--- src/hdl/hqp_pkg.sv ---
`timescale 1ns / 1ps

package hqp_pkg;

    typedef struct packed {
        logic clr;
        logic mul_en;
        logic acc_en;
    } hqp_mac_ctl_t;

    localparam logic [1:0] FN_ROW   = 2'd0;
    localparam logic [1:0] FN_INV   = 2'd1;
    localparam logic [1:0] FN_START = 2'd2;
    localparam logic [1:0] FN_SOLVE = 2'd3;

    localparam logic [1:0] REG_MAX_SWEEPS   = 2'd0;
    localparam logic [1:0] REG_TOLERANCE    = 2'd1;
    localparam logic [1:0] REG_STALL_WINDOW = 2'd2;

    localparam logic [1:0] ST_LIMIT = 2'd0;
    localparam logic [1:0] ST_CONV  = 2'd1;
    localparam logic [1:0] ST_STALL = 2'd2;

endpackage

--- src/hdl/hqp_div.sv ---
`timescale 1ns / 1ps

module hqp_div
    import hqp_pkg::*;
#(
    parameter int NUM_W = 48
)
(
    input  logic             clk,
    input  logic             rst_n,
    input  logic             start,
    input  logic [NUM_W-1:0] num,
    input  logic [30:0]      den,
    output logic [NUM_W-1:0] quo,
    output logic             done
);

    localparam int CW = $clog2(NUM_W + 1);

    logic [NUM_W-1:0] q_reg;
    logic [30:0]      rem_reg;
    logic [CW-1:0]    cnt_reg;
    logic             run_reg;
    logic             done_reg;
    logic [31:0]      trial;
    logic [31:0]      diff;
    logic             ge;

    // restoring division, one quotient bit a cycle
    assign trial = {rem_reg, q_reg[NUM_W-1]};
    assign ge    = trial >= {1'b0, den};
    assign diff  = trial - {1'b0, den};

    always_ff @(posedge clk or negedge rst_n)
    begin
        if (!rst_n)
        begin
            run_reg  <= 1'b0;
            done_reg <= 1'b0;
            cnt_reg  <= '0;
        end
        else
        begin
            done_reg <= 1'b0;
            if (start)
            begin
                run_reg <= 1'b1;
                cnt_reg <= CW'(NUM_W);
            end
            else if (run_reg)
            begin
                cnt_reg <= cnt_reg - 1'b1;
                if (cnt_reg == CW'(1))
                begin
                    run_reg  <= 1'b0;
                    done_reg <= 1'b1;
                end
            end
        end
    end

    always_ff @(posedge clk)
    begin
        if (start)
        begin
            q_reg   <= num;
            rem_reg <= '0;
        end
        else if (run_reg)
        begin
            q_reg   <= {q_reg[NUM_W-2:0], ge};
            rem_reg <= ge ? diff[30:0] : trial[30:0];
        end
    end

    assign quo  = q_reg;
    assign done = done_reg;

endmodule

--- config.mk ---
export PLATFORM = sky130hd
export DESIGN_NAME = hqp_div
export DESIGN_NICKNAME = d
export VERILOG_FILES = /design/src/hdl/hqp_pkg.sv /design/src/hdl/hqp_div.sv
export SDC_FILE = /design/constraint.sdc
export NUM_CORES = 1
export LEC_CHECK = 0
export BUFFER_PORTS_ARGS = -buffer_cell sky130_fd_sc_hd__buf_4
export CORE_MARGIN = 5
export CORE_UTILIZATION = 59
export CTS_CLUSTER_DIAMETER = 30
export DETAILED_ROUTE_END_ITERATION = 6
export PLACE_DENSITY = 0.95
export SYNTH_ARGS = -nofsm -noshare
export SYNTH_HDL_FRONTEND = slang
export SYNTH_SLANG_ARGS = --single-unit
--- constraint.sdc ---
create_clock -name clk -period 5.8 [get_ports clk]
set_input_delay 0.87 -clock clk [delete_from_list [all_inputs] [get_ports clk]]
set_output_delay 0.87 -clock clk [all_outputs]
set_load 0.02 [all_outputs]
# Word level (Yosys, flattened, before mapping)
# Cells that the tools add are included.
# op_classes
n_addsub	2
magnitude_cmp	1
n_eq_ne	1
mux	11
n_reduce_logical	1
# op_table
operator	n
2-to-1 mux 48 bit	2
greater-or-equal comparator 32 x 31 -> 1 bit	1
2-to-1 mux 31 bit	1
subtractor 31 bit	1
2-to-1 mux 6 bit	2
== test 6 x 1 -> 1 bit, second input constant	1
2-to-1 mux 1 bit	6
subtractor 6 x 1 -> 6 bit, second input constant	1
nonzero test 2 bit	1
# totals
ff_bits	87
out_inout_bits	49
word_cells	21

# Longest topological paths before layout
# logic_depth
word_depth	4
depth_mapped	12
mapped_depth_nobuf	11

# Least setup slack after synthesis
# OpenSTA, ideal clock, no wires.
# synth_path
path_kind	input to register
start	input port den[2]
end	register rem_reg[12]
setup_time_ns	0.139
t_arrival_ns	2.953
required_ns	5.661
setup_slack_ns	2.708
stages	11
cell_sequence	inv_1 > ha_1 > nor2b_4 > o31a_1 > o21a_1 > a211o_1 > o211ai_4 > buf_2 > nor2_1 > a21oi_1 > a211oi_1
# synth_between
elab_chain_len	2
# synth_rtl
item	line_no	source
start: declaration	hqp_div.sv:13	input logic [30:0] den,
subtractor 31 bit or greater-or-equal comparator 32 x 31 -> 1 bit (tied branches)	hqp_div.sv:32, hqp_div.sv:31	
2-to-1 mux 31 bit *	hqp_div.sv:72	rem_reg <= ge ? diff[30:0] : trial[30:0];
end signal: assignment	hqp_div.sv:72	
end: declaration	hqp_div.sv:21	logic [30:0] rem_reg;
# Mark *: on every way between the ends. The rest lies on a longest branch, timed or not.
# A chain may end at the register's enable or synchronous reset.

# Worst setup path after layout
# Same ends and word-level chain as after synthesis.

==> results_dict.tcl <==
set metrics [dict create \
    cts_num_sinks 87 \
    core-area_um2 9200 \
    worst_pin_slew_ns 0.976 \
    synth_area_leader_cell "edfxtp_1" \
    start_util 0.603 \
    rows 35 \
    setup_viol_count_final 0 \
    cts_max_path_buffers 2 \
    cts_buffers 9 \
    drt-pass1-iter-count 5 \
    synth_adder_area_share 0.0781 \
    synth_top_family_by_area "compound AO/OA/AOI/OAI gates" \
    yosysWarningCount 0 \
    placed_area_um2 6550 \
    synth-compound-area-share 0.181 \
    critPathKind "in -> reg" \
    r2r-start "quo[47]" \
    rr_worst_depth 12 \
    fin_crit_ns 3.56 \
    fin_crit_sh 0.614 \
    overflow 0 \
    ys_ff_latch 87 \
    skew_ns 0.0144 \
    hp-class "in -> async" \
    design_area_um2 6750 \
    cts_root_buffer "clkbuf_8" \
    rr_endpoint "rem_reg[12]" \
    drt-vias-per-instance 6.01 \
    leakagePower_uw 0.00308 \
    routed_wirelength_mm 14.1 \
    grt_use_total 0.244 \
    cap_violations 0 \
    grt_pass1_wl_mm 22.5 \
    hpwl_mm 10.8 \
    synthFlopType "edfxtp_1" \
    syn_inst 573 \
    setup_tns_ns 0 \
    ys_async_sr_fraction 0.0920 \
    synth.avg_cell_area_um2 9.67 \
    final_layout_size_suffix_gt1_frac 0.291 \
    cts.repair.resized 0 \
    total_power_uw 1480 \
    yosys-top-cells-area "edfxtp_1 (26%), dfxtp_1 (11%), mux2_2 (9.6%)" \
    status "completed" \
    post_cts_buffers 0 \
    power.density_nw_per_um2 219 \
    synth-simple-area-share 0.124 \
    avgRoutedWirePerCell_um 17.5 \
    ys_seq_area_frac 0.408 \
    netlist_area_um2 5540 \
    fillCellCount 630 \
    crit_start "den[2]" \
    die_x_um 107 \
    antenna_cells 0 \
    port-buffer-count 130 \
    ant_nets 0 \
    setup.worst_path.end "rem_reg[12]" \
    clk_latency_ns 0.37 \
    clk_pin_slew_worst_paths_ns 0.10 \
    yosys.area.top_type_share 0.260 \
    critical_path_required_ns 6.01 \
    start_kind "input pin" \
    die_area_um2 11400 \
    cts_tree "done" \
    grt_pass1_vias 4749 \
    r2r_slack_ns 2.35 \
    fmax_mhz 281 \
    synth_edf_count 48 \
    grt_setup_unrepaired "false" \
    place.gp.congestion 0.942 \
    drc 0 \
    grt_max_degree 82 \
    initialDrtViolationCount 367 \
    synth_nets 689 \
    hold_viol_final 0 \
    cts_max_level 3 \
    multi_input_comb_area_um2 3020 \
    yosysUniqueCellTypes 54 \
    crit_path_max_fanout 24 \
    utilization 0.734 \
    timing.hold.ws_ns 0.307 \
    synthXorXnorAreaFrac 0.0474 \
    syn_to_final_growth_pct 21.9 \
    largest_register_ffs 48 \
    max_slew_margin 0.348 \
    ir_drop_mv 0.174 \
    cp-end-kind "flop" \
    slew_violations 0 \
    die_h_um 107 \
    synthMuxAreaShare 0.114 \
    vias 4842 \
    io_pins 131 \
    ctsHoldBuffers 0 \
    nNetsFinal 805 \
    seqCellArea_um2 2260 \
    cp_data_arrival_time_ns 3.78 \
    antenna_found_initial 0 \
]
[area by class of cell]
cell class              instances  share of cell area
clock buffers                   9              0.0183
clock inverters                 7              0.0111
inverters                      39              0.0217
multi-input cells             420               0.447
flip-flops and latches         87               0.335
well taps                     111              0.0206
repair buffers                132               0.147
[logic make-up after synthesis]
logic type | after synthesis
compound gates | 150
xor+xnor | 30
fa+ha+maj | 34
buf+inv | 66
flops | 87
mux | 57
simple gates | 149
[cell usage in the layout, fill, tap and decap left out, types with 8 or more instances in the layout]
cell	Yosys	routed
o21ai_0	24	24
a21oi_1	43	43
mux2_2	47	47
dfxtp_1	31	31
nor2_1	64	64
edfxtp_1	48	48
ha_1	33	33
nand3_1	9	9
a21o_1	10	10
inv_1	39	38
xor2_1	12	12
mux2i_1	10	10
clkbuf_8	0	9
xnor2_1	18	18
buf_4	2	132
dfrtp_1	8	8
nand2b_1	8	8
a211oi_1	27	27
nand2_1	33	33
[synthesized netlist by cell type (all sizes together), types with 3 or more instances]
cell / instances
a211o: 4
a211oi: 27
a21boi: 3
a21o: 10
a21oi: 43
a22oi: 4
a31oi: 7
and2: 4
and3: 5
buf: 4
clkbuf: 23
dfrtp: 8
dfxtp: 31
edfxtp: 48
ha: 33
inv: 39
mux2: 47
mux2i: 10
nand2: 33
nand2b: 8
nand3: 9
nand3b: 3
nand4: 4
nor2: 64
nor2b: 7
nor3: 7
o21a: 4
o21ai: 24
o31ai: 3
xnor2: 18
xor2: 12
[through the flow]
step	setup WS, ns	cells
global placement	2.04	789
global route	2.06	805
floorplan	2.71	573
finish	2.24	805
detailed placement	1.88	789
CTS	2.28	805
[power by group]
part	switching, uW	internal [uW]
Clock	258	170
Sequential	33.7	703
Combinational	160	155
Total	451	1030
[critical path, cell delays in order]
cell and delay (ns):
buf_4 0.08, inv_1 0.05, ha_1 0.36, nor2b_4 0.16
o31a_1 0.31, o21a_1 0.25, a211o_1 0.35, o211ai_4 0.59
buf_4 0.41, nor2_1 0.09, a21oi_1 0.16, a211oi_1 0.09
[per-layer routing]
metal  wire length, um  part of all wire  up-vias  global-route usage
li1                  -                 -     2311                   -
met1              5420              0.38     2292               0.292
met2              7480              0.53      203               0.440
met3               801             0.057       36              0.0367
met4               418             0.030        0              0.0941
met5                 0                 0        -                   0
[worst min path at each step]
| stage | slack (ns) | from | to |
|---|---|---|---|
| floorplan | 0.46 | rem_reg[25] | rem_reg[25] |
| finish | 0.31 | rst_n | cnt_reg[5] |
| global placement | 0.49 | rem_reg[17] | rem_reg[17] |
| detailed placement | 0.50 | rem_reg[18] | rem_reg[18] |
| global route | 0.31 | rst_n | cnt_reg[4] |
| CTS | 0.30 | rst_n | cnt_reg[2] |
No activity file was read; power rests on OpenSTA's default activity.
