$ cat src/hdl/hqp_pkg.sv
`timescale 1ns / 1ps

package hqp_pkg;

    typedef struct packed {
        logic clr;
        logic mul_en;
        logic acc_en;
    } hqp_mac_ctl_t;

    localparam logic [1:0] FN_ROW   = 2'd0;
    localparam logic [1:0] FN_INV   = 2'd1;
    localparam logic [1:0] FN_START = 2'd2;
    localparam logic [1:0] FN_SOLVE = 2'd3;

    localparam logic [1:0] REG_MAX_SWEEPS   = 2'd0;
    localparam logic [1:0] REG_TOLERANCE    = 2'd1;
    localparam logic [1:0] REG_STALL_WINDOW = 2'd2;

    localparam logic [1:0] ST_LIMIT = 2'd0;
    localparam logic [1:0] ST_CONV  = 2'd1;
    localparam logic [1:0] ST_STALL = 2'd2;

endpackage

$ cat src/hdl/hqp_mac.sv
`timescale 1ns / 1ps

module hqp_mac
    import hqp_pkg::*;
#(
    parameter int FRAC_BITS = 16
)
(
    input  logic                          clk,
    input  hqp_mac_ctl_t                  ctl,
    input  logic signed [31:0]            a,
    input  logic signed [31:0]            b,
    output logic signed [65-FRAC_BITS:0]  acc
);

    localparam int ACC_W = 66 - FRAC_BITS;

    logic signed [63:0]      prod_reg;
    logic signed [ACC_W-1:0] acc_reg;

    // product registered, then floor-shifted and accumulated
    always_ff @(posedge clk)
    begin
        if (ctl.mul_en)
        begin
            prod_reg <= 64'(a) * 64'(b);
        end
        if (ctl.clr)
        begin
            acc_reg <= '0;
        end
        else if (ctl.acc_en)
        begin
            acc_reg <= acc_reg + ACC_W'(prod_reg >>> FRAC_BITS);
        end
    end

    assign acc = acc_reg;

endmodule

$ cat config.mk
export PLATFORM = sky130hd
export DESIGN_NAME = hqp_mac
export DESIGN_NICKNAME = d
export VERILOG_FILES = /design/src/hdl/hqp_pkg.sv /design/src/hdl/hqp_mac.sv
export SDC_FILE = /design/constraint.sdc
export NUM_CORES = 2
export LEC_CHECK = 0
export ABC_AREA = 1
export BUFFER_PORTS_ARGS = -buffer_cell sky130_fd_sc_hd__clkbuf_2
export CORE_UTILIZATION = 50
export CTS_CLUSTER_DIAMETER = 120
export DETAILED_ROUTE_END_ITERATION = 10
export PLACE_DENSITY = 0.71
export SLEW_MARGIN = 20
export SYNTH_ARGS = -nofsm -noshare
export SYNTH_HDL_FRONTEND = slang
export SYNTH_SLANG_ARGS = --single-unit
$ cat constraint.sdc
create_clock -name clk -period 9.9 [get_ports clk]
set_clock_uncertainty 0.1 [all_clocks]
set_input_delay 1.485 -clock clk [delete_from_list [all_inputs] [get_ports clk]]
set_output_delay 1.485 -clock clk [all_outputs]
set_load 0.02 [all_outputs]
# --- Word-level counts from Yosys, hierarchy flattened ---
# Index checks and enable logic that the tools add are counted.
word_totals:
  register_bits: 114
  word_cells: 4
op_classes:
  n_addsub: 1
  mul: 1
ops:
  columns: ["op", "count"]
  rows:
  - ["$mul 32x32->64", 1]
  - ["$add 50x48->50", 1]

# --- Longest topological paths before layout ---
depth:
  word_depth: 1
  ltp_mapped: 31
  depth_no_buf: 30

# --- Worst setup path before layout ---
# OpenSTA, ideal clock, no wires.
synth_timing:
  kind: "input -> register"
  startpoint: "input a[31]"
  endpoint: "register prod_reg[63] (data pin)"
  t_arrival_ns: 8.229
  stages: 27
  slack_ns: 1.318
  path_buffers: 1
  t_required_ns: 9.547
  cell_sequence: "clkbuf_1 nand2_1 inv_1 fa_1 fa_1 fa_1 inv_1 fa_1 inv_1 fa_1 fa_1 inv_1 fa_1 inv_1 fa_1 ha_1 nand2_1 nor2_1 inv_1 nor2_1 inv_1 nor4_1 nand2_1 nand2_1 inv_1 nand2_1 nand2_1"
synth_via:
  elab_chain_cells: 1
synth_lines:
  columns: ["element", "line_no", "text"]
  rows:
  - ["from (decl)", "hqp_mac.sv:11", "input logic signed [31:0] a,"]
  - ["$mul 32x32->64", "hqp_mac.sv:26", "prod_reg <= 64'(a) * 64'(b);"]
  - ["to (signal assigned)", "hqp_mac.sv:26", null]
  - ["to (decl)", "hqp_mac.sv:18", "logic signed [63:0] prod_reg;"]
# Every way passes these cells.
# A chain may end at the register's enable or synchronous reset.

# --- Worst setup path in the final report ---
layout_timing:
  startpoint: "input b[15]"
  endpoint: "register prod_reg[59] (data pin)"
layout_via:
  elab_chain_cells: 1
layout_lines:
  columns: ["element", "line_no", "text"]
  rows:
  - ["from (decl)", "hqp_mac.sv:12", "input logic signed [31:0] b,"]
  - ["$mul 32x32->64", "hqp_mac.sv:26", null]
# Every way passes these cells.

==> flow_metrics.py <==
metrics = {
    "floorplan": {
        "die_area_sq_mm": 0.09090,
        "die_w_um": 301.5,
        "die_h_um": 301.5,
        "io_pins": 118,
        "initial_core_util_pct": 50.59,
        "core_sq_mm": 0.08865,
        "rows": 109,
    },
    "min_path": {
        "hold_path.class": "reg -> reg",
    },
    "grt": {
        "antenna_found_initial": 3,
        "grtUsageMet3_pct": 3.458,
        "grt_use_met1_pct": 39.24,
        "grt_pass1_wl_mm": 209.4,
        "grt-ovfl-total": 0,
        "grt_max_degree": 79,
        "grt.total_usage_pct": 29.54,
        "grt_pass1_vias": 39280,
        "grt.met2_usage_pct": 51.26,
        "grt.busiest_layer": "met2",
    },
    "critical_path": {
        "required_ns": 9.91,
        "crit_path_end_kind": "flip-flop",
        "startpoint_type": "input pin",
        "critPathArrivalTime_ns": 9.01,
        "critPathMaxFanout": 27,
        "crit_type": "in -> reg",
    },
    "synth": {
        "avgSynthCellArea_sq_um": 7.672,
        "syn_inst": 5846,
        "synthArstFlopShare_pct": 0,
        "ys_warn_count": 0,
        "syn_area_sq_mm": 0.04485,
        "synth_ff_type": "dfxtp_1",
        "ys_types": 40,
        "ys_seq_area_share_pct": 5.446,
        "syn-num-nets": 7225,
        "yosys_register_bits": 98,
        "synth_edf_count": 48,
    },
    "timing": {
        "period_minus_slack_ns": 8.996,
        "finalCritPeriodShare_pct": 90.87,
        "setup_tns_ns": 0,
        "fmaxAchievable_ghz": 0.1112,
        "finalMaxSlewViolations": 0,
        "worst_pin_slew_ns": 1.067,
        "finalHoldViolCount": 0,
        "slew_headroom_pct": 28.89,
        "setup_violations": 0,
        "rsz0062_at_grt": "false",
    },
    "route": {
        "ant_nets": 0,
        "routed_wl_mm": 127.4,
        "drc_errors": 15,
        "routedWlPerCell_um": 18.17,
        "num_vias": 36260,
        "via_per_inst": 5.172,
        "drt_iter0_markers": 2689,
        "first_pass_iters": 9,
    },
    "final_layout": {
        "final_nets": 7220,
        "n_antenna_cell": 0,
        "synthToLayoutAreaGrowth_pct": 4.734,
        "multi_input_comb_area_sq_mm": 0.03501,
        "drive_gt1_share_pct": 4.003,
        "fillCellCount": 8427,
        "largest_register_ff_count": 50,
        "seqCellArea_sq_mm": 0.002442,
    },
    "clock_network": {
        "cts_num_sinks": 98,
        "cts_root_buf": "clkbuf_16",
        "clock_latency_ns": 0.36,
        "post_cts_buffers": 0,
        "cts.repair.resized": 0,
        "clk_pin_slew_ns": 0.08,
        "htreeDepth": 3,
        "clk_path_buf_depth": 2,
        "cts_hold_buf": 0,
        "cts_buffers": 9,
        "cts_tree": "done",
    },
    "run_status": {
        "violations": "design-rule violations",
        "outcome": "finished with violations",
    },
    "place": {
        "post-dp-hpwl_mm": 111.4,
        "place.port_buffers": 117,
        "place.gp.congestion": 0.9919,
    },
    "flow_run": {
        "drv_cap": 0,
    },
}
per-stage QoR:
step | utilization [%] | hold slack (ns) | instance area [sq um] | cells | setup slack [ns]
2_1_floorplan | - | 0.4552 | 44850 | 5846 | 1.318
3_3_place_gp | 52.66 | 0.3831 | 46680 | 6995 | 0.5204
3_5_place_dp | 52.66 | 0.3910 | 46680 | 6995 | 0.4595
4_1_cts | 52.99 | 0.4000 | 46970 | 7011 | 0.8479
5_1_grt | 52.99 | 0.4205 | 46970 | 7011 | 0.5268
6_report | 52.99 | 0.4031 | 46970 | 7011 | 0.9042
layer usage:
metal / part of all wire, % / wire, um
met5: 0.027 / 34
met4: 2.6 / 3284
met3: 7.1 / 9107
met2: 49 / 62280
met1: 41 / 52720
layout by cell type, fill, tap and decap left out, drive strengths merged, types with 2 or more instances in the layout:
| master | count |
|---|---|
| inv | 1766 |
| nand2 | 1519 |
| fa | 1082 |
| nor2 | 352 |
| ha | 229 |
| a21oi | 167 |
| o21ai | 128 |
| clkbuf | 125 |
| nand3 | 106 |
| buf | 77 |
| dfxtp | 50 |
| edfxtp | 48 |
| xor2 | 46 |
| nand4 | 28 |
| nor3 | 25 |
| o21bai | 17 |
| a21o | 16 |
| xnor2 | 16 |
| or2 | 8 |
| nor4 | 7 |
| a31oi | 6 |
| and3 | 6 |
| o211ai | 4 |
| a21boi | 4 |
| o21a | 3 |
| nand3b | 3 |
| a31o | 2 |
| clkinv | 2 |
critical path: stages:
cell and delay, ns:
clkbuf_2 0.61, buf_4 0.28, nand2_1 0.06, inv_1 0.11, fa_1 0.46, inv_1 0.19
fa_1 0.48, fa_1 0.86, inv_1 0.22, fa_1 0.44, fa_1 0.52, fa_1 0.55
inv_1 0.05, fa_1 0.45, fa_1 0.51, inv_1 0.04, ha_1 0.38, a21o_1 0.22
nand3_1 0.07, nand2_1 0.09, a21oi_1 0.25, nand2_1 0.10, a31oi_1 0.34, nand2_1 0.10
nand2_1 0.07, nand2_1 0.06
layout make-up:
class / count / share of cell area [%]
repair buffers: 193 / 2.461
clock inverters: 7 / 0.1492
inverters: 1762 / 14.08
multi-input cells: 3777 / 74.53
well taps: 1165 / 3.103
clock buffers: 9 / 0.4795
flip-flops and latches: 98 / 5.199
cells by family after synthesis:
| kind of cell | count (synthesis) | synth area share, % |
|---|---|---|
| flip-flops | 98 | 5.446 |
| buffers and inverters | 1971 | 16.50 |
| AO/OA/AOI/OAI | 348 | 4.201 |
| AND/OR/NAND/NOR | 2056 | 17.96 |
| XOR/XNOR | 62 | 1.211 |
| adder cells (fa/ha/maj) | 1311 | 54.68 |
final timing paths:
path | start | to | slack [ns] | cells past startpoint
worst max register to register | acc[0] | acc[32] | 6.84 | 15
worst min register to register | acc[0] | acc[0] | 0.40 | 2
worst max-delay path | b[15] | prod_reg[59] | 0.90 | 26
worst min-delay path | acc[0] | acc[0] | 0.40 | 2
synth_stat cells, types with 3 or more instances:
library cell,count,area (sq um)
a21o_1,16,120.1
a21boi_0,4,30.03
nor4_1,7,43.79
o211ai_1,4,30.03
edfxtp_1,48,1441
a21oi_1,165,825.8
nand2_1,1515,5687
nand2_2,4,25.02
o21ai_1,4,20.02
xnor2_1,16,140.1
nor2_2,5,31.28
nand3b_1,3,22.52
o21bai_1,17,127.6
fa_1,1082,21660
dfxtp_1,50,1001
o21ai_0,122,610.6
nor2_1,347,1303
nor3_1,24,120.1
ha_1,229,2865
o21a_1,3,22.52
inv_1,1761,6610
a31oi_1,6,37.54
nand3_1,105,525.5
clkbuf_1,206,773.2
or2_2,7,43.79
xor2_1,46,402.9
and3_1,6,37.54
nand4_1,28,175.2
Power is left out: the tool's default activity adds up to more than one toggle a clock period on the data nets, which glitch-free logic cannot reach.
